<file path="config.mk">
export PLATFORM = sky130hd
export DESIGN_NAME = dive_log_sample_parser
export DESIGN_NICKNAME = d
export VERILOG_FILES = /design/src/rtl/dlsp_pkg.sv /design/src/rtl/dlsp_parser.sv /design/src/rtl/dlsp_queue.sv /design/src/rtl/dlsp_serializer.sv /design/src/rtl/dive_log_sample_parser.sv
export SDC_FILE = /design/constraint.sdc
export NUM_CORES = 1
export LEC_CHECK = 0
export BUFFER_PORTS_ARGS = -buffer_cell sky130_fd_sc_hd__clkbuf_2
export CORE_UTILIZATION = 50
export CTS_BUF_LIST = sky130_fd_sc_hd__clkbuf_2
export DETAILED_ROUTE_END_ITERATION = 10
export HOLD_SLACK_MARGIN = 0.02
export PLACE_DENSITY = 0.67
export SYNTH_ARGS = -nofsm -noshare
export SYNTH_HDL_FRONTEND = slang
export SYNTH_SLANG_ARGS = --single-unit
</file>
<file path="constraint.sdc">
create_clock -name i_clk -period 22.9 [get_ports i_clk]
set_input_delay 2.29 -clock i_clk [delete_from_list [all_inputs] [get_ports i_clk]]
set_output_delay 2.29 -clock i_clk [all_outputs]
set_load 0.01 [all_outputs]
</file>
<file path="src/rtl/dlsp_pkg.sv">
// Shared types and constants for the dive log sample parser.
// No dependencies.
package dlsp_pkg;

    localparam int unsigned MAX_RECORD_BYTES_DEF = 65536;
    localparam int unsigned QUEUE_DEPTH_DEF      = 4;

    localparam int unsigned BYTE_W   = 8;
    localparam int unsigned KIND_W   = 2;
    localparam int unsigned TIME_W   = 20;
    localparam int unsigned DEPTH_W  = 10;
    localparam int unsigned EVENT_W  = 3;
    localparam int unsigned VLEN_W   = 2;
    localparam int unsigned WARN_W   = 6;

    // result kinds
    localparam logic [KIND_W-1:0] KIND_SAMPLE = 2'd0;
    localparam logic [KIND_W-1:0] KIND_EVENT  = 2'd1;
    localparam logic [KIND_W-1:0] KIND_VENDOR = 2'd2;
    localparam logic [KIND_W-1:0] KIND_END    = 2'd3;

    // model classes
    localparam logic [1:0] CLASS_OTHER  = 2'd0;
    localparam logic [1:0] CLASS_NITROX = 2'd1;
    localparam logic [1:0] CLASS_OXYGEN = 2'd2;

    localparam logic [BYTE_W-1:0] ID_NIBBLE_MASK = 8'hF0;
    localparam logic [BYTE_W-1:0] ID_NITROX      = 8'hF0;
    localparam logic [BYTE_W-1:0] ID_OXYGEN      = 8'hA0;

    // header layout
    localparam int unsigned CLASS_BYTE_POS   = 3;
    localparam int unsigned SAMPLE_START     = 22 + 18;
    localparam int unsigned NITROX_EXTRA     = 2;
    localparam int unsigned OXYGEN_EXTRA     = 3;
    localparam int unsigned MIN_RECORD_BYTES = 18;

    localparam logic [TIME_W-1:0] TIME_STEP      = 20'd20;
    localparam logic [TIME_W-1:0] TIME_MAX       = {TIME_W{1'b1}};
    localparam logic [TIME_W-1:0] TIME_SAT_LIMIT = TIME_MAX - TIME_STEP;

    // one bit per result a transaction may cause, in delivery order
    localparam int unsigned MASK_W      = 9;
    localparam int unsigned MASK_SAMPLE = 0;
    localparam int unsigned MASK_EVENT0 = 1;
    localparam int unsigned MASK_VENDOR = 7;
    localparam int unsigned MASK_END    = 8;

    localparam logic [VLEN_W-1:0] VLEN_DECO_ONLY = 2'd1;
    localparam logic [VLEN_W-1:0] VLEN_DECO_OXY  = 2'd2;

    typedef struct packed {
        logic [MASK_W-1:0]  mask;
        logic [TIME_W-1:0]  time_seconds;
        logic [DEPTH_W-1:0] depth_raw;
        logic [BYTE_W-1:0]  deco_info;
        logic [BYTE_W-1:0]  oxygen_info;
        logic [VLEN_W-1:0]  vendor_length;
        logic               record_status;
    } t_bundle;

endpackage

</file>
<file path="src/rtl/dlsp_parser.sv">
// Input register and per-byte parse logic; emits one result bundle for each byte that causes a result.
// Depends on dlsp_pkg.
module dlsp_parser import dlsp_pkg::*; #(
    parameter int unsigned MAX_RECORD_BYTES = MAX_RECORD_BYTES_DEF
) (
    input  logic              i_clk,
    input  logic              i_rst_n,
    input  logic [BYTE_W-1:0] i_byte_value,
    input  logic              i_last_byte,
    input  logic              i_in_valid,
    output logic              o_in_ready,
    input  logic              i_full,
    output logic              o_push,
    output t_bundle           o_bundle
);

    localparam int unsigned PW = $clog2(MAX_RECORD_BYTES + 1);
    localparam logic [PW-1:0] POS_MAX = PW'(MAX_RECORD_BYTES);

    localparam logic [1:0] PH_HIGH = 2'd0;
    localparam logic [1:0] PH_LOW  = 2'd1;
    localparam logic [1:0] PH_DECO = 2'd2;
    localparam logic [1:0] PH_OXY  = 2'd3;

    logic              r_in_valid;
    logic [BYTE_W-1:0] r_byte;
    logic              r_last;
    logic [PW-1:0]     r_pos,   n_pos;
    logic [1:0]        r_class, n_class;
    logic [TIME_W-1:0] r_time,  n_time;
    logic [1:0]        r_mod3,  n_mod3;
    logic [1:0]        r_phase, n_phase;
    logic [BYTE_W-1:0] r_held_high, n_held_high;
    logic [BYTE_W-1:0] r_held_deco, n_held_deco;

    logic       w_move;
    logic [5:0] w_start;
    logic       w_in_area;
    t_bundle    w_bundle;

    assign w_move     = r_in_valid && !i_full;
    assign o_in_ready = !r_in_valid || !i_full;

    always_comb begin
        n_class     = r_class;
        n_pos       = r_pos;
        n_time      = r_time;
        n_mod3      = r_mod3;
        n_phase     = r_phase;
        n_held_high = r_held_high;
        n_held_deco = r_held_deco;
        w_bundle    = '0;

        if (r_pos == PW'(CLASS_BYTE_POS)) begin
            if ((r_byte & ID_NIBBLE_MASK) == ID_NITROX) begin
                n_class = CLASS_NITROX;
            end else if ((r_byte & ID_NIBBLE_MASK) == ID_OXYGEN) begin
                n_class = CLASS_OXYGEN;
            end else begin
                n_class = CLASS_OTHER;
            end
        end

        case (n_class)
            CLASS_NITROX: w_start = 6'(SAMPLE_START + NITROX_EXTRA);
            CLASS_OXYGEN: w_start = 6'(SAMPLE_START + OXYGEN_EXTRA);
            default:      w_start = 6'(SAMPLE_START);
        endcase
        w_in_area = r_pos >= PW'(w_start);

        if (w_in_area) begin
            case (r_phase)
                PH_HIGH: begin
                    n_held_high = r_byte;
                    n_phase     = PH_LOW;
                end
                PH_LOW: begin
                    w_bundle.mask[MASK_SAMPLE] = 1'b1;
                    w_bundle.mask[MASK_EVENT0 +: WARN_W] = r_byte[WARN_W-1:0];
                    w_bundle.time_seconds = r_time;
                    w_bundle.depth_raw = {r_held_high, r_byte[BYTE_W-1:WARN_W]};
                    // a multiple of 60 s is every third sample until saturation
                    n_phase = (r_mod3 == 2'd2 && r_time != TIME_MAX) ? PH_DECO : PH_HIGH;
                    n_mod3  = (r_mod3 == 2'd2) ? 2'd0 : r_mod3 + 2'd1;
                    n_time  = (r_time >= TIME_SAT_LIMIT) ? TIME_MAX : r_time + TIME_STEP;
                end
                PH_DECO: begin
                    if (n_class == CLASS_OXYGEN) begin
                        n_held_deco = r_byte;
                        n_phase     = PH_OXY;
                    end else begin
                        w_bundle.mask[MASK_VENDOR] = 1'b1;
                        w_bundle.deco_info     = r_byte;
                        w_bundle.vendor_length = VLEN_DECO_ONLY;
                        n_phase = PH_HIGH;
                    end
                end
                default: begin
                    w_bundle.mask[MASK_VENDOR] = 1'b1;
                    w_bundle.deco_info     = r_held_deco;
                    w_bundle.oxygen_info   = r_byte;
                    w_bundle.vendor_length = VLEN_DECO_OXY;
                    n_phase = PH_HIGH;
                end
            endcase
        end

        if (r_pos < POS_MAX) begin
            n_pos = r_pos + PW'(1);
        end

        if (r_last) begin
            w_bundle.mask[MASK_END] = 1'b1;
            // short record or vendor bytes still owed
            w_bundle.record_status = (r_pos < PW'(MIN_RECORD_BYTES - 1)) || n_phase[1];
        end
    end

    assign o_push   = w_move && (w_bundle.mask != '0);
    assign o_bundle = w_bundle;

    always_ff @(posedge i_clk) begin
        if (!i_rst_n) begin
            r_in_valid <= 1'b0;
        end else if (o_in_ready) begin
            r_in_valid <= i_in_valid;
        end
    end

    always_ff @(posedge i_clk) begin
        if (i_in_valid && o_in_ready) begin
            r_byte <= i_byte_value;
            r_last <= i_last_byte;
        end
    end

    always_ff @(posedge i_clk) begin
        if (!i_rst_n) begin
            r_pos   <= '0;
            r_class <= CLASS_OTHER;
            r_time  <= TIME_STEP;
            r_mod3  <= 2'd0;
            r_phase <= PH_HIGH;
        end else if (w_move) begin
            if (r_last) begin
                r_pos   <= '0;
                r_class <= CLASS_OTHER;
                r_time  <= TIME_STEP;
                r_mod3  <= 2'd0;
                r_phase <= PH_HIGH;
            end else begin
                r_pos   <= n_pos;
                r_class <= n_class;
                r_time  <= n_time;
                r_mod3  <= n_mod3;
                r_phase <= n_phase;
            end
        end
    end

    // held bytes are always written before they are read
    always_ff @(posedge i_clk) begin
        if (w_move) begin
            r_held_high <= n_held_high;
            r_held_deco <= n_held_deco;
        end
    end

endmodule

</file>
<file path="src/rtl/dlsp_queue.sv">
// Small register queue of result bundles between parser and output stage.
// Depends on dlsp_pkg.
module dlsp_queue import dlsp_pkg::*; #(
    parameter int unsigned DEPTH = QUEUE_DEPTH_DEF
) (
    input  logic    i_clk,
    input  logic    i_rst_n,
    input  logic    i_push,
    input  t_bundle i_data,
    input  logic    i_pop,
    output t_bundle o_head,
    output logic    o_full,
    output logic    o_empty
);

    localparam int unsigned AW = (DEPTH > 1) ? $clog2(DEPTH) : 1;
    localparam int unsigned CW = $clog2(DEPTH + 1);
    localparam logic [AW-1:0] LAST_IDX = AW'(DEPTH - 1);

    t_bundle       r_mem [DEPTH];
    logic [AW-1:0] r_wr_ptr, r_rd_ptr;
    logic [CW-1:0] r_count;

    assign o_full  = r_count == CW'(DEPTH);
    assign o_empty = r_count == '0;
    assign o_head  = r_mem[r_rd_ptr];

    always_ff @(posedge i_clk) begin
        if (i_push) begin
            r_mem[r_wr_ptr] <= i_data;
        end
    end

    always_ff @(posedge i_clk) begin
        if (!i_rst_n) begin
            r_wr_ptr <= '0;
            r_rd_ptr <= '0;
            r_count  <= '0;
        end else begin
            if (i_push) begin
                r_wr_ptr <= (r_wr_ptr == LAST_IDX) ? '0 : r_wr_ptr + AW'(1);
            end
            if (i_pop) begin
                r_rd_ptr <= (r_rd_ptr == LAST_IDX) ? '0 : r_rd_ptr + AW'(1);
            end
            if (i_push && !i_pop) begin
                r_count <= r_count + CW'(1);
            end else if (i_pop && !i_push) begin
                r_count <= r_count - CW'(1);
            end
        end
    end

endmodule

</file>
<file path="src/rtl/dlsp_serializer.sv">
// Output stage: walks the head bundle one result per transaction.
// Depends on dlsp_pkg.
module dlsp_serializer import dlsp_pkg::*; (
    input  logic               i_clk,
    input  logic               i_rst_n,
    input  t_bundle            i_head,
    input  logic               i_empty,
    output logic               o_pop,
    output logic               o_out_valid,
    input  logic               i_out_ready,
    output logic [KIND_W-1:0]  o_kind,
    output logic [TIME_W-1:0]  o_time_seconds,
    output logic [DEPTH_W-1:0] o_depth_raw,
    output logic [EVENT_W-1:0] o_event_code,
    output logic [BYTE_W-1:0]  o_deco_info,
    output logic [BYTE_W-1:0]  o_oxygen_info,
    output logic [VLEN_W-1:0]  o_vendor_length,
    output logic               o_record_status,
    output logic               o_last_result
);

    logic               r_valid;
    logic               r_started;
    logic [MASK_W-1:0]  r_pend;
    logic [KIND_W-1:0]  r_kind;
    logic [TIME_W-1:0]  r_time;
    logic [DEPTH_W-1:0] r_depth;
    logic [EVENT_W-1:0] r_event;
    logic [BYTE_W-1:0]  r_deco;
    logic [BYTE_W-1:0]  r_oxy;
    logic [VLEN_W-1:0]  r_vlen;
    logic               r_status;
    logic               r_last;

    logic               w_load;
    logic [MASK_W-1:0]  w_cur, w_low, w_rest;
    logic [EVENT_W-1:0] w_event;

    assign w_load = !i_empty && (!r_valid || i_out_ready);
    assign w_cur  = r_started ? r_pend : i_head.mask;
    assign w_low  = w_cur & (~w_cur + MASK_W'(1));
    assign w_rest = w_cur & ~w_low;
    assign o_pop  = w_load && (w_rest == '0);

    always_comb begin
        w_event = '0;
        for (int i = 0; i < WARN_W; i++) begin
            if (w_low[MASK_EVENT0 + i]) begin
                w_event = EVENT_W'(i);
            end
        end
    end

    always_ff @(posedge i_clk) begin
        if (!i_rst_n) begin
            r_valid   <= 1'b0;
            r_started <= 1'b0;
        end else begin
            if (w_load) begin
                r_valid   <= 1'b1;
                r_started <= w_rest != '0;
            end else if (i_out_ready) begin
                r_valid <= 1'b0;
            end
        end
    end

    always_ff @(posedge i_clk) begin
        if (w_load) begin
            r_pend   <= w_rest;
            r_last   <= w_rest == '0;
            r_time   <= '0;
            r_depth  <= '0;
            r_event  <= '0;
            r_deco   <= '0;
            r_oxy    <= '0;
            r_vlen   <= '0;
            r_status <= 1'b0;
            if (w_low[MASK_SAMPLE]) begin
                r_kind  <= KIND_SAMPLE;
                r_time  <= i_head.time_seconds;
                r_depth <= i_head.depth_raw;
            end else if (w_low[MASK_VENDOR]) begin
                r_kind <= KIND_VENDOR;
                r_deco <= i_head.deco_info;
                r_oxy  <= i_head.oxygen_info;
                r_vlen <= i_head.vendor_length;
            end else if (w_low[MASK_END]) begin
                r_kind   <= KIND_END;
                r_status <= i_head.record_status;
            end else begin
                r_kind  <= KIND_EVENT;
                r_time  <= i_head.time_seconds;
                r_event <= w_event;
            end
        end
    end

    assign o_out_valid     = r_valid;
    assign o_kind          = r_kind;
    assign o_time_seconds  = r_time;
    assign o_depth_raw     = r_depth;
    assign o_event_code    = r_event;
    assign o_deco_info     = r_deco;
    assign o_oxygen_info   = r_oxy;
    assign o_vendor_length = r_vlen;
    assign o_record_status = r_status;
    assign o_last_result   = r_last;

endmodule

</file>
<file path="src/rtl/dive_log_sample_parser.sv">
// Top level of the dive log sample parser.
// Depends on dlsp_pkg, dlsp_parser, dlsp_queue and dlsp_serializer.
//
// Usage:
//  - Input channel (i_in_valid / o_in_ready) carries one record byte per
//    transaction, i_last_byte marking the final byte of a record.
//  - Output channel (o_out_valid / i_out_ready) carries one result per
//    transaction: sample, warning event, vendor info or end of record.
//    o_last_result flags the final result caused by one input byte.
//  - Path: a byte sits in the input register, is parsed into a bundle and
//    queued; its first result then leaves through the output register.
//  - Throughput: one byte per cycle while the bundle queue has room; the
//    output register hands out one result per cycle while i_out_ready is
//    high, so a sample with n warning bits set yields 1 + n results. The queue
//    (QUEUE_DEPTH bundles) absorbs such bursts; when it fills, o_in_ready
//    drops until the output side drains.
//  - Receiver stall: the output register holds its result while i_out_ready
//    is low; the parser keeps taking bytes until the queue is full.
//  - Reset (synchronous, active low) empties every stage and returns the
//    parse state to the start of a record; no clearing pass is needed.
//  - The last byte of a record also resets the parse state, so the next
//    byte opens a new record.
module dive_log_sample_parser import dlsp_pkg::*; #(
    parameter int unsigned MAX_RECORD_BYTES = MAX_RECORD_BYTES_DEF,
    parameter int unsigned QUEUE_DEPTH      = QUEUE_DEPTH_DEF
) (
    input  logic               i_clk,
    input  logic               i_rst_n,
    input  logic [BYTE_W-1:0]  i_byte_value,
    input  logic               i_last_byte,
    input  logic               i_in_valid,
    output logic               o_in_ready,
    output logic               o_out_valid,
    input  logic               i_out_ready,
    output logic [KIND_W-1:0]  o_kind,
    output logic [TIME_W-1:0]  o_time_seconds,
    output logic [DEPTH_W-1:0] o_depth_raw,
    output logic [EVENT_W-1:0] o_event_code,
    output logic [BYTE_W-1:0]  o_deco_info,
    output logic [BYTE_W-1:0]  o_oxygen_info,
    output logic [VLEN_W-1:0]  o_vendor_length,
    output logic               o_record_status,
    output logic               o_last_result
);

    // parser -> queue
    logic    w_push;
    t_bundle w_bundle;
    // queue -> output stage
    logic    w_full;
    logic    w_empty;
    logic    w_pop;
    t_bundle w_head;

    // Input register plus combinational parse; all record state lives here.
    dlsp_parser #(
        .MAX_RECORD_BYTES (MAX_RECORD_BYTES)
    ) u_parser (
        .i_clk        (i_clk),
        .i_rst_n      (i_rst_n),
        .i_byte_value (i_byte_value),
        .i_last_byte  (i_last_byte),
        .i_in_valid   (i_in_valid),
        .o_in_ready   (o_in_ready),
        .i_full       (w_full),
        .o_push       (w_push),
        .o_bundle     (w_bundle)
    );

    // Bytes that cause no result (high sample bytes, header) are not queued.
    dlsp_queue #(
        .DEPTH (QUEUE_DEPTH)
    ) u_queue (
        .i_clk   (i_clk),
        .i_rst_n (i_rst_n),
        .i_push  (w_push),
        .i_data  (w_bundle),
        .i_pop   (w_pop),
        .o_head  (w_head),
        .o_full  (w_full),
        .o_empty (w_empty)
    );

    // Delivery order inside a bundle: sample, events from bit 0 up,
    // vendor info, end of record.
    dlsp_serializer u_serializer (
        .i_clk           (i_clk),
        .i_rst_n         (i_rst_n),
        .i_head          (w_head),
        .i_empty         (w_empty),
        .o_pop           (w_pop),
        .o_out_valid     (o_out_valid),
        .i_out_ready     (i_out_ready),
        .o_kind          (o_kind),
        .o_time_seconds  (o_time_seconds),
        .o_depth_raw     (o_depth_raw),
        .o_event_code    (o_event_code),
        .o_deco_info     (o_deco_info),
        .o_oxygen_info   (o_oxygen_info),
        .o_vendor_length (o_vendor_length),
        .o_record_status (o_record_status),
        .o_last_result   (o_last_result)
    );

endmodule

</file>
==> results.cfg, run 1 <==
[synthesis]
syn_area_per_cell_um2 = 16.1
muxShareOfSynthArea_pct = 9.82
synth_adder_area_share_pct = 1.14
synth_warnings = 0
ys_ff_latch = 369
syn_inst = 926
synth-xor-area-share_pct = 0.646
synth-compound-area-share_pct = 6.14
synth_edf_count = 315
synth_top_family_by_area = multiplexers
synth.distinct_cells = 58
synth_top_area_share_pct = 63.4
syn_nets = 952
synth_top_area_cell = edfxtp_1
synthSimpleGateAreaFrac_pct = 9.52
ys_async_sr_fraction_pct = 0
synthTopCellsByArea = edfxtp_1 63%, mux4_2 8.3%, dfxtp_1 7.3%
netlist_area_um2 = 14900
yosysSeqAreaShare_pct = 70.7
synth_top_flop_cell = edfxtp_1

[die]
die-area_um2 = 30500
io_pins = 70
die_w_um = 175
core-area_um2 = 29000
core.rowCount = 62
die_h_um = 175
start_util_pct = 51.4

[placement]
portBuffers = 69
placed_area_um2 = 15700
pre_cts_ws_ns = 17.91
dp.cells = 1339
hpwl_mm = 16.2
gp_congestion = 0.794

[setup_path]
crit_fanout = 39
cp.arrival_ns = 5.48
r2r-start = u_parser.r_pos[6]$_SDFFE_PN0P_
start_kind = flop
cp-end-kind = flop
path_cells = nor4_1 -> nand3_1 -> nor2_1 -> nand2_1 -> mux2_2 -> ha_1 -> ha_1 -> nand2b_1 -> a211o_1 -> a21o_1 -> a21o_1 -> buf_4 -> o211a_1 -> o21ai_1 -> inv_1 -> and2_2 -> buf_4
critPathRequiredTime_ns = 23.37
critPathLaunch = u_parser.r_pos[6]$_SDFFE_PN0P_
regToRegEndpoint = u_queue.r_mem[3][15]$_DFFE_PP_
reg2reg_setup_slack_ns = 17.89
cp-endpoint = u_queue.r_mem[3][15]$_DFFE_PP_
cp_slowest_cell = and2_2
critPathMaxStageDelay_ns = 0.66
path_class = flop to flop
r2r_cells = 17

[power_and_ir_drop]
vdd_drop_max_uv = 43.3
cell_internal_pwr_mw = 0.953
switching_share_pct = 24.0
p_per_area_nw_per_um2 = 75.9
pwr-share-comb_pct = 5.3
p_leak_nw = 5.77
clkPwrFrac_pct = 34.2
switchingPower_mw = 0.300
sequentialPowerShare_pct = 60.5

[sta]
whs_ns = 0.480
min_period_ns = 5.01
fin_worst_skew_ns = 0.0774
finalSetupTns_ns = 0
layout_setup_ws_ns = 17.89
hold_viol = 0
rsz0062_at_grt = no
setup-violations-final = 0
tightestPinTransition_ns = 1.13
fin_crit_sh_pct = 21.9
slew_headroom_pct = 23.9
drv_slew = 0
max_freq_mhz = 200

[clocking]
cts.sinks = 369
cts_tree = yes
clock_latency_ns = 0.88
postCtsSetupRepairBufs = 0
cts-root-buf = clkbuf_2
cts_hold_buffers = 0
htree_levels = 3
clk_pin_slew_worst_paths_ns = 0.10
clock_path_buffers = 3
cts_made_buffers = 90
cts_resized = 0

[grt]
grt_max_degree = 65
grt_pass1_vias = 8398
grt_use_total_pct = 18.8
antenna_found_initial = 1
grt_pass1_wl_mm = 44.4
overflow = 0

[cells_and_area]
fin_area_um2 = 16500
syn2layout_area_growth_pct = 10.7
fill_cells = 2369
drive_gt1_share_pct = 28.6
final_common_cell = edfxtp_1
mostFrequentLayoutCells = 315 x edfxtp_1, 205 x clkbuf_2, 62 x and3_1, 55 x mux4_2, 52 x dfxtp_1
final_cells = 1503
seq_area_um2 = 10500
multi_input_area_um2 = 4100
layout.nets = 1073

[drt]
drt_wl_total_mm = 27.8
top_layer_used = met4
met1Wirelength_mm = 12.5
drt-initial-drc-count = 588
postRouteAntennaNets = 0
dr.pass1.iters = 5
drc = 0
routed-wl-met3_mm = 1.63
via_count = 8385
via_per_inst = 5.58
wl_met2_mm = 13.1
avgRoutedWirePerCell_um = 18.5

[worst_hold_path]
hp-start = u_queue.r_rd_ptr[1]$_SDFFE_PN0P_
min_path_type = flop to flop

[job]
drv_cap = 0

[outcome]
status = finished, final reports clean
## area by class of cell
| cell class | count | share of cell area [%] |
|---|---|---|
| repair buffers | 85 | 2.82 |
| diodes | 1 | 0.0152 |
| inverters | 17 | 0.387 |
| clock inverters | 27 | 1.05 |
| multi-input cells | 484 | 24.8 |
| flip-flops and latches | 369 | 63.9 |
| well taps | 384 | 2.91 |
| clock buffers | 136 | 4.12 |
## cells in the mapped netlist, types with 4 or more instances
master and instances:
and3_1 62, xor2_1 5, buf_2 5, a211oi_1 5
a21oi_1 26, o221a_2 15, xnor2_1 6, inv_1 17
mux4_2 55, dfxtp_1 54, nor2_1 44, buf_1 4
nand2b_1 4, o21ai_1 4, mux2i_1 13, or3_1 6
nand2_1 32, a31oi_1 13, and4_1 4, nand3_1 15
nor3_1 21, nor4_1 4, edfxtp_1 315, ha_1 12
a22o_1 8, nor2b_1 36, a21boi_0 9, and2_1 19
o21ai_0 22, clkbuf_1 43
## power by group through the flow
stage,Combinational (mW),Sequential (mW),Clock (mW)
global route,0.0723,0.761,0.477
detailed placement,0.0671,0.774,0
CTS,0.0673,0.759,0.445
global placement,0.0662,0.774,0
floorplan,0.0372,0.780,0
finish,0.0660,0.759,0.429
## sequential cells by signal, summed over array words and instances, names as in the netlist, 3 cells and up, named ones only
signal and flops:
u_parser.r_time 19, u_queue.r_count 3, u_parser.r_held_high 8, u_serializer.o_deco_info 8, u_queue.r_mem 228, u_serializer.o_time_seconds 19, u_parser.r_held_deco 8, u_serializer.o_depth_raw 10
u_parser.r_pos 17, u_parser.r_byte 8, u_serializer.o_event_code 3, u_serializer.o_oxygen_info 8, u_serializer.r_pend 8
## critical path, delay by kind of cell, from the launching register on
kind	cells	cell delay, ns
AOI/OAI and AO/OA	5	0.79
adders and majority gates	2	0.51
buffers and inverters	3	1.05
DFF	1	0.34
muxes	1	0.30
and+or+nand+nor	6	1.56
## layer usage
layer  vias to the layer above  global-route usage [%]
met3                        44                    3.89
met2                       266                    29.3
met4                         0                    7.90
met1                      4137                    26.0
met5                         -                       0
li1                       3938                       -
## metrics by stage
stage / total power, mW / util, %
after global placement: 0.840 / 54.0
after floorplan: 0.817 / -
after global routing: 1.31 / 56.9
final: 1.25 / 56.9
after detailed placement: 0.841 / 54.0
after CTS: 1.27 / 56.9
## how the worst min path moves through the flow
stage / end / slack [ns] / depth (start not counted)
6_report: flop / 0.48 / 2
3_5_place_dp: flop / 0.48 / 2
2_1_floorplan: flop / 0.45 / 2
3_3_place_gp: flop / 0.47 / 2
4_1_cts: flop / 0.49 / 2
5_1_grt: flop / 0.52 / 2
## cells by family after synthesis
group | after synthesis
buffers and inverters | 73
adders and majority gates | 13
AOI/OAI and AO/OA | 127
muxes | 74
and+or+nand+nor | 259
DFF | 369
xor gates and xnor gates | 11
Power figures use the tool's default switching activity.
==> run 2, diff against run 1 <==
PLACE_DENSITY = 0.7   (was 0.67)
clock period = 4.5 ns   (was 22.9 ns; I/O delays follow)
==> results.cfg, run 2 (same netlist as run 1, synthesis figures left out) <==
[placement]
pre_cts_ws_ns = 0.156
placed_area_um2 = 15700
hpwl_mm = 16.4
gp_congestion = 0.800
portBuffers = 69

[worst_hold_path]
worst_hold_path.endpoint = u_parser.r_byte[1]$_DFFE_PP_
whs_path_depth = 2
hp-start = i_byte_value[1]
min_path_type = primary input to flop

[drt]
postRouteAntennaNets = 0
via_count = 8498
drt-initial-drc-count = 634
dr.pass1.iters = 7
drt_wl_total_mm = 28.3
drc = 0
avgRoutedWirePerCell_um = 18.6
via_per_inst = 5.58

[setup_path]
r2r_cells = 20
crit_fanout = 5
regToRegEndpoint = u_queue.r_count[2]$_SDFFE_PN0P_
r2r-start = u_parser.r_pos[10]$_SDFFE_PN0P_
start_kind = flop
critPathRequiredTime_ns = 5.29
cp-end-kind = flop
path_class = flop to flop
reg2reg_setup_slack_ns = 0.31
cp.arrival_ns = 4.98

[sta]
setup-violations-final = 0
fin_crit_sh_pct = 93.0
fin_worst_skew_ns = 0.0619
slew_headroom_pct = 22.2
min_period_ns = 4.19
drv_slew = 0
max_freq_mhz = 239
tightestPinTransition_ns = 1.16
layout_setup_ws_ns = 0.315
hold_viol = 0
whs_ns = 0.310

[grt]
grt_pass1_vias = 8580
grt_max_degree = 64
antenna_found_initial = 1
grt_use_total_pct = 18.9
overflow = 0
grt_pass1_wl_mm = 44.7

[cells_and_area]
layout.nets = 1090
drive_gt1_share_pct = 28.6
final_common_cell = edfxtp_1
largest_reg_flops = 228
mostFrequentLayoutCells = 315 x edfxtp_1, 201 x clkbuf_2, 62 x and3_1, 55 x mux4_2, 51 x dfxtp_1
fin_area_um2 = 16700
fill_cells = 2322
top_register = u_queue.r_mem
syn2layout_area_growth_pct = 12.2

[clocking]
htree_levels = 3
cts_tree = yes
clock_latency_ns = 0.87
cts_made_buffers = 89
cts-root-buf = clkbuf_2
clock_path_buffers = 3
clk_pin_slew_worst_paths_ns = 0.10
cts.sinks = 369

[outcome]
status = finished, final reports clean

[power_and_ir_drop]
vdd_drop_max_uv = 199
p_total_mw = 6.38
p_leak_nw = 5.85
p_per_area_nw_per_um2 = 382

[die]
core.rowCount = 62
die-area_um2 = 30500
io_pins = 70
die_w_um = 175
start_util_pct = 51.4
core-area_um2 = 29000
die_h_um = 175

[job]
drv_cap = 0
## run 2: power by group
| part | internal [mW] | switching (mW) |
|---|---|---|
| Combinational | 0.129 | 0.222 |
| Sequential | 3.81 | 0.0547 |
| Clock | 0.902 | 1.27 |
## run 2: cell type report
| class | instances | area [um^2] | share of cell area, % |
|---|---|---|---|
| diodes | 1 | 2.50 | 0.0150 |
| clock buffers | 132 | 661 | 3.95 |
| clock inverters | 33 | 186 | 1.11 |
| inverters | 17 | 63.8 | 0.381 |
| multi-input cells | 484 | 4120 | 24.6 |
| flip-flops and latches | 369 | 10500 | 63.0 |
| well taps | 384 | 480 | 2.87 |
| repair buffers | 103 | 666 | 3.98 |
## run 2: how the worst max path moves through the flow
stage,startpoint,endpoint,slack [ns],cells past startpoint
floorplan,u_parser.r_pos[6]$_SDFFE_PN0P_,u_queue.r_count[2]$_SDFFE_PN0P_,0.30,21
global placement,u_parser.r_pos[6]$_SDFFE_PN0P_,u_queue.r_count[2]$_SDFFE_PN0P_,0.25,20
detailed placement,u_parser.r_pos[6]$_SDFFE_PN0P_,u_queue.r_count[2]$_SDFFE_PN0P_,0.16,20
CTS,u_parser.r_pos[7]$_SDFFE_PN0P_,u_queue.r_count[2]$_SDFFE_PN0P_,0.17,20
global route,u_parser.r_pos[10]$_SDFFE_PN0P_,u_queue.r_count[2]$_SDFFE_PN0P_,-0.04,20
finish,u_parser.r_pos[10]$_SDFFE_PN0P_,u_queue.r_count[2]$_SDFFE_PN0P_,0.31,20
## run 2: layer usage
layer	vias to the layer above	global-route usage [%]	routed length (um)
met4	0	7.50	560
met1	4200	26.5	12800
met5	-	0	0
met3	45	3.83	1630
met2	294	29.2	13400
li1	3959	-	-
## run 2: critical path: stages (launching register included)
cell and delay, ns:
dfxtp_1 0.36, nor4_2 0.32, nand3_1 0.18, nor2_2 0.15
nand2_1 0.09, mux2_2 0.30, ha_1 0.22, ha_1 0.27
nand2b_1 0.14, a211o_1 0.29, a21o_1 0.21, a21o_1 0.21
o211a_4 0.16, o21ai_2 0.15, inv_1 0.10, ha_1 0.24
inv_1 0.08, fa_1 0.17, xor2_1 0.07, or3_1 0.31
a21boi_1 0.13
## run 2: timing repair
item                                    4_1_cts  5_1_grt
setup buffers                                 0        1
endpoints found under the setup margin        0        2
hold buffers                                 11        0
gates resized for setup                       0        7
endpoints found under the hold margin        11        0
## run 2: through the flow
stage | utilization (%) | setup TNS [ns] | instances
after floorplan | - | 0 | 926
after global placement | 54.2 | 0 | 1345
after detailed placement | 54.2 | 0 | 1345
after CTS | 57.5 | 0 | 1521
after global routing | 57.7 | -0.0395 | 1523
final | 57.7 | 0 | 1523
==> run 3, diff against run 2 <==
--- a/config.mk
+++ b/config.mk
@@ -8,2 +8,3 @@
 export BUFFER_PORTS_ARGS = -buffer_cell sky130_fd_sc_hd__clkbuf_2
+export CAP_MARGIN = 10
 export CORE_UTILIZATION = 50
@@ -13,2 +14,3 @@
 export PLACE_DENSITY = 0.7
+export SLEW_MARGIN = 20
 export SYNTH_ARGS = -nofsm -noshare
==> constraint.sdc (replaced) <==
create_clock -name i_clk -period 4.5 [get_ports i_clk]
set_input_delay 0.675 -clock i_clk [delete_from_list [all_inputs] [get_ports i_clk]]
set_output_delay 0.675 -clock i_clk [all_outputs]
set_load 0.01 [all_outputs]
==> results.cfg, run 3 (same netlist as run 1, synthesis figures left out) <==
[outcome]
status = finished, final reports clean

[placement]
portBuffers = 69
hpwl_mm = 16.4
gp_congestion = 0.800
placed_area_um2 = 15700
pre_cts_ws_ns = 0.156

[drt]
postRouteAntennaNets = 0
dr.pass1.iters = 5
drt_wl_total_mm = 28.3
via_per_inst = 5.60
via_count = 8518
drc = 0
avgRoutedWirePerCell_um = 18.6
drt-initial-drc-count = 652

[setup_path]
start_kind = flop
critPathRequiredTime_ns = 5.29
critPathMaxStageDelay_ns = 0.35
crit_fanout = 5
cp-end-kind = flop
critPathTopFamily = simple AND/OR/NAND/NOR gates
r2r_cells = 20
path_cells = nor4_2 -> nand3_1 -> nor2_2 -> nand2_1 -> mux2_2 -> ha_1 -> ha_1 -> nand2b_1 -> a211o_1 -> a21o_1 -> a21o_1 -> o211a_4 -> o21ai_2 -> inv_1 -> ha_1 -> inv_1 -> fa_1 -> xor2_1 -> or3_1 -> a21boi_1
crit_buf_inv = 2
cp.arrival_ns = 4.97
crit_top_cell = ha_1
cp.depth = 20
path_class = flop to flop
cp_slowest_cell = dfxtp_1

[die]
core.rowCount = 62
io_pins = 70
core-area_um2 = 29000
die-area_um2 = 30500
die_h_um = 175
start_util_pct = 51.4
die_w_um = 175

[grt]
antenna_found_initial = 1
grt_max_degree = 64
grt_pass1_vias = 8568
overflow = 0
grt_pass1_wl_mm = 44.7
grt_use_total_pct = 18.9

[sta]
hold_viol = 0
setup-violations-final = 0
fin_worst_skew_ns = 0.0619
layout_setup_ws_ns = 0.315
max_freq_mhz = 239
fin_crit_sh_pct = 93.0
slew_headroom_pct = 40.0
drv_slew = 0
tightestPinTransition_ns = 0.896
whs_ns = 0.172
min_period_ns = 4.19

[clocking]
clock_path_buffers = 3
cts_made_buffers = 89
clk_pin_slew_worst_paths_ns = 0.10
cts.sinks = 369
clock_latency_ns = 0.87
htree_levels = 3
cts-root-buf = clkbuf_2
cts_tree = yes

[worst_hold_path]
whs_path_depth = 3
min_path_type = primary input to flop

[cells_and_area]
fin_area_um2 = 16700
largest_reg_flops = 228
final_common_cell = edfxtp_1
mostFrequentLayoutCells = 315 x edfxtp_1, 201 x clkbuf_2, 62 x and3_1, 55 x mux4_2, 51 x dfxtp_1
drive_gt1_share_pct = 28.7
layout.nets = 1089
syn2layout_area_growth_pct = 12.2
top_register = u_queue.r_mem

[job]
drv_cap = 0

[power_and_ir_drop]
p_per_area_nw_per_um2 = 382
p_leak_nw = 5.84
vdd_drop_max_uv = 198
## run 3: cell count changes in the layout (fill, tap and decap cells not counted), sizes merged
cell	before	now
dlygate4sd3	11	10
## run 3: worst paths after layout
path                                         start                                    end  slack (ns)
setup / recovery   u_parser.r_pos[10]$_SDFFE_PN0P_        u_queue.r_count[2]$_SDFFE_PN0P_        0.31
setup reg to reg   u_parser.r_pos[10]$_SDFFE_PN0P_        u_queue.r_count[2]$_SDFFE_PN0P_        0.31
hold reg to reg   u_queue.r_rd_ptr[0]$_SDFFE_PN0P_                                   flop        0.49
hold / removal                         i_out_ready  u_serializer.o_out_valid$_SDFFE_PN0P_        0.17
## run 3: area by class of cell
class | count | area [um^2]
Fill cell | 2322 | 12300
Sequential cell | 369 | 10500
Multi-Input combinational cell | 484 | 4130
Clock buffer | 132 | 661
Timing Repair Buffer | 102 | 656
Tap cell | 384 | 480
Clock inverter | 33 | 186
Inverter | 17 | 63.8
Antenna cell | 1 | 2.50
## run 3: power by group
| group | internal, mW | switching, mW | leakage [nW] |
|---|---|---|---|
| Clock | 0.902 | 1.27 | 0.629 |
| Sequential | 3.81 | 0.0543 | 3.24 |
| Combinational | 0.128 | 0.222 | 1.98 |
| Total | 4.84 | 1.55 | 5.84 |
## run 3: tightest hold or removal path: cells and delay by family
kind	cells	cell delay (ns)
buffers and inverters	1	0.07
AND/OR/NAND/NOR	1	0.11
AO/OA/AOI/OAI	1	0.09
## run 3: layer usage
metal / up-vias / routed length (um) / track usage, % / share of wire, %
li1: 3966 / - / - / -
met1: 4204 / 12700 / 26.5 / 45
met2: 301 / 13400 / 29.2 / 47
met3: 47 / 1740 / 3.83 / 6.1
met4: 0 / 566 / 7.50 / 2.0
met5: - / 0 / 0 / 0
## run 3: timing repair
action | 4_1_cts | 5_1_grt
hold buffers | 10 | 0
setup endpoints to repair | 0 | 2
setup buffers | 0 | 1
endpoints found under the hold margin | 10 | 0
gates resized for setup | 0 | 7
## run 3: per-stage QoR
stage	std cells	utilization (%)	power (mW)	setup TNS [ns]
2_1_floorplan	926	-	4.15	0
3_3_place_gp	1345	54.2	4.28	0
3_5_place_dp	1345	54.2	4.29	0
4_1_cts	1520	57.5	6.47	0
5_1_grt	1522	57.6	6.68	-0.0395
6_report	1522	57.6	6.38	0
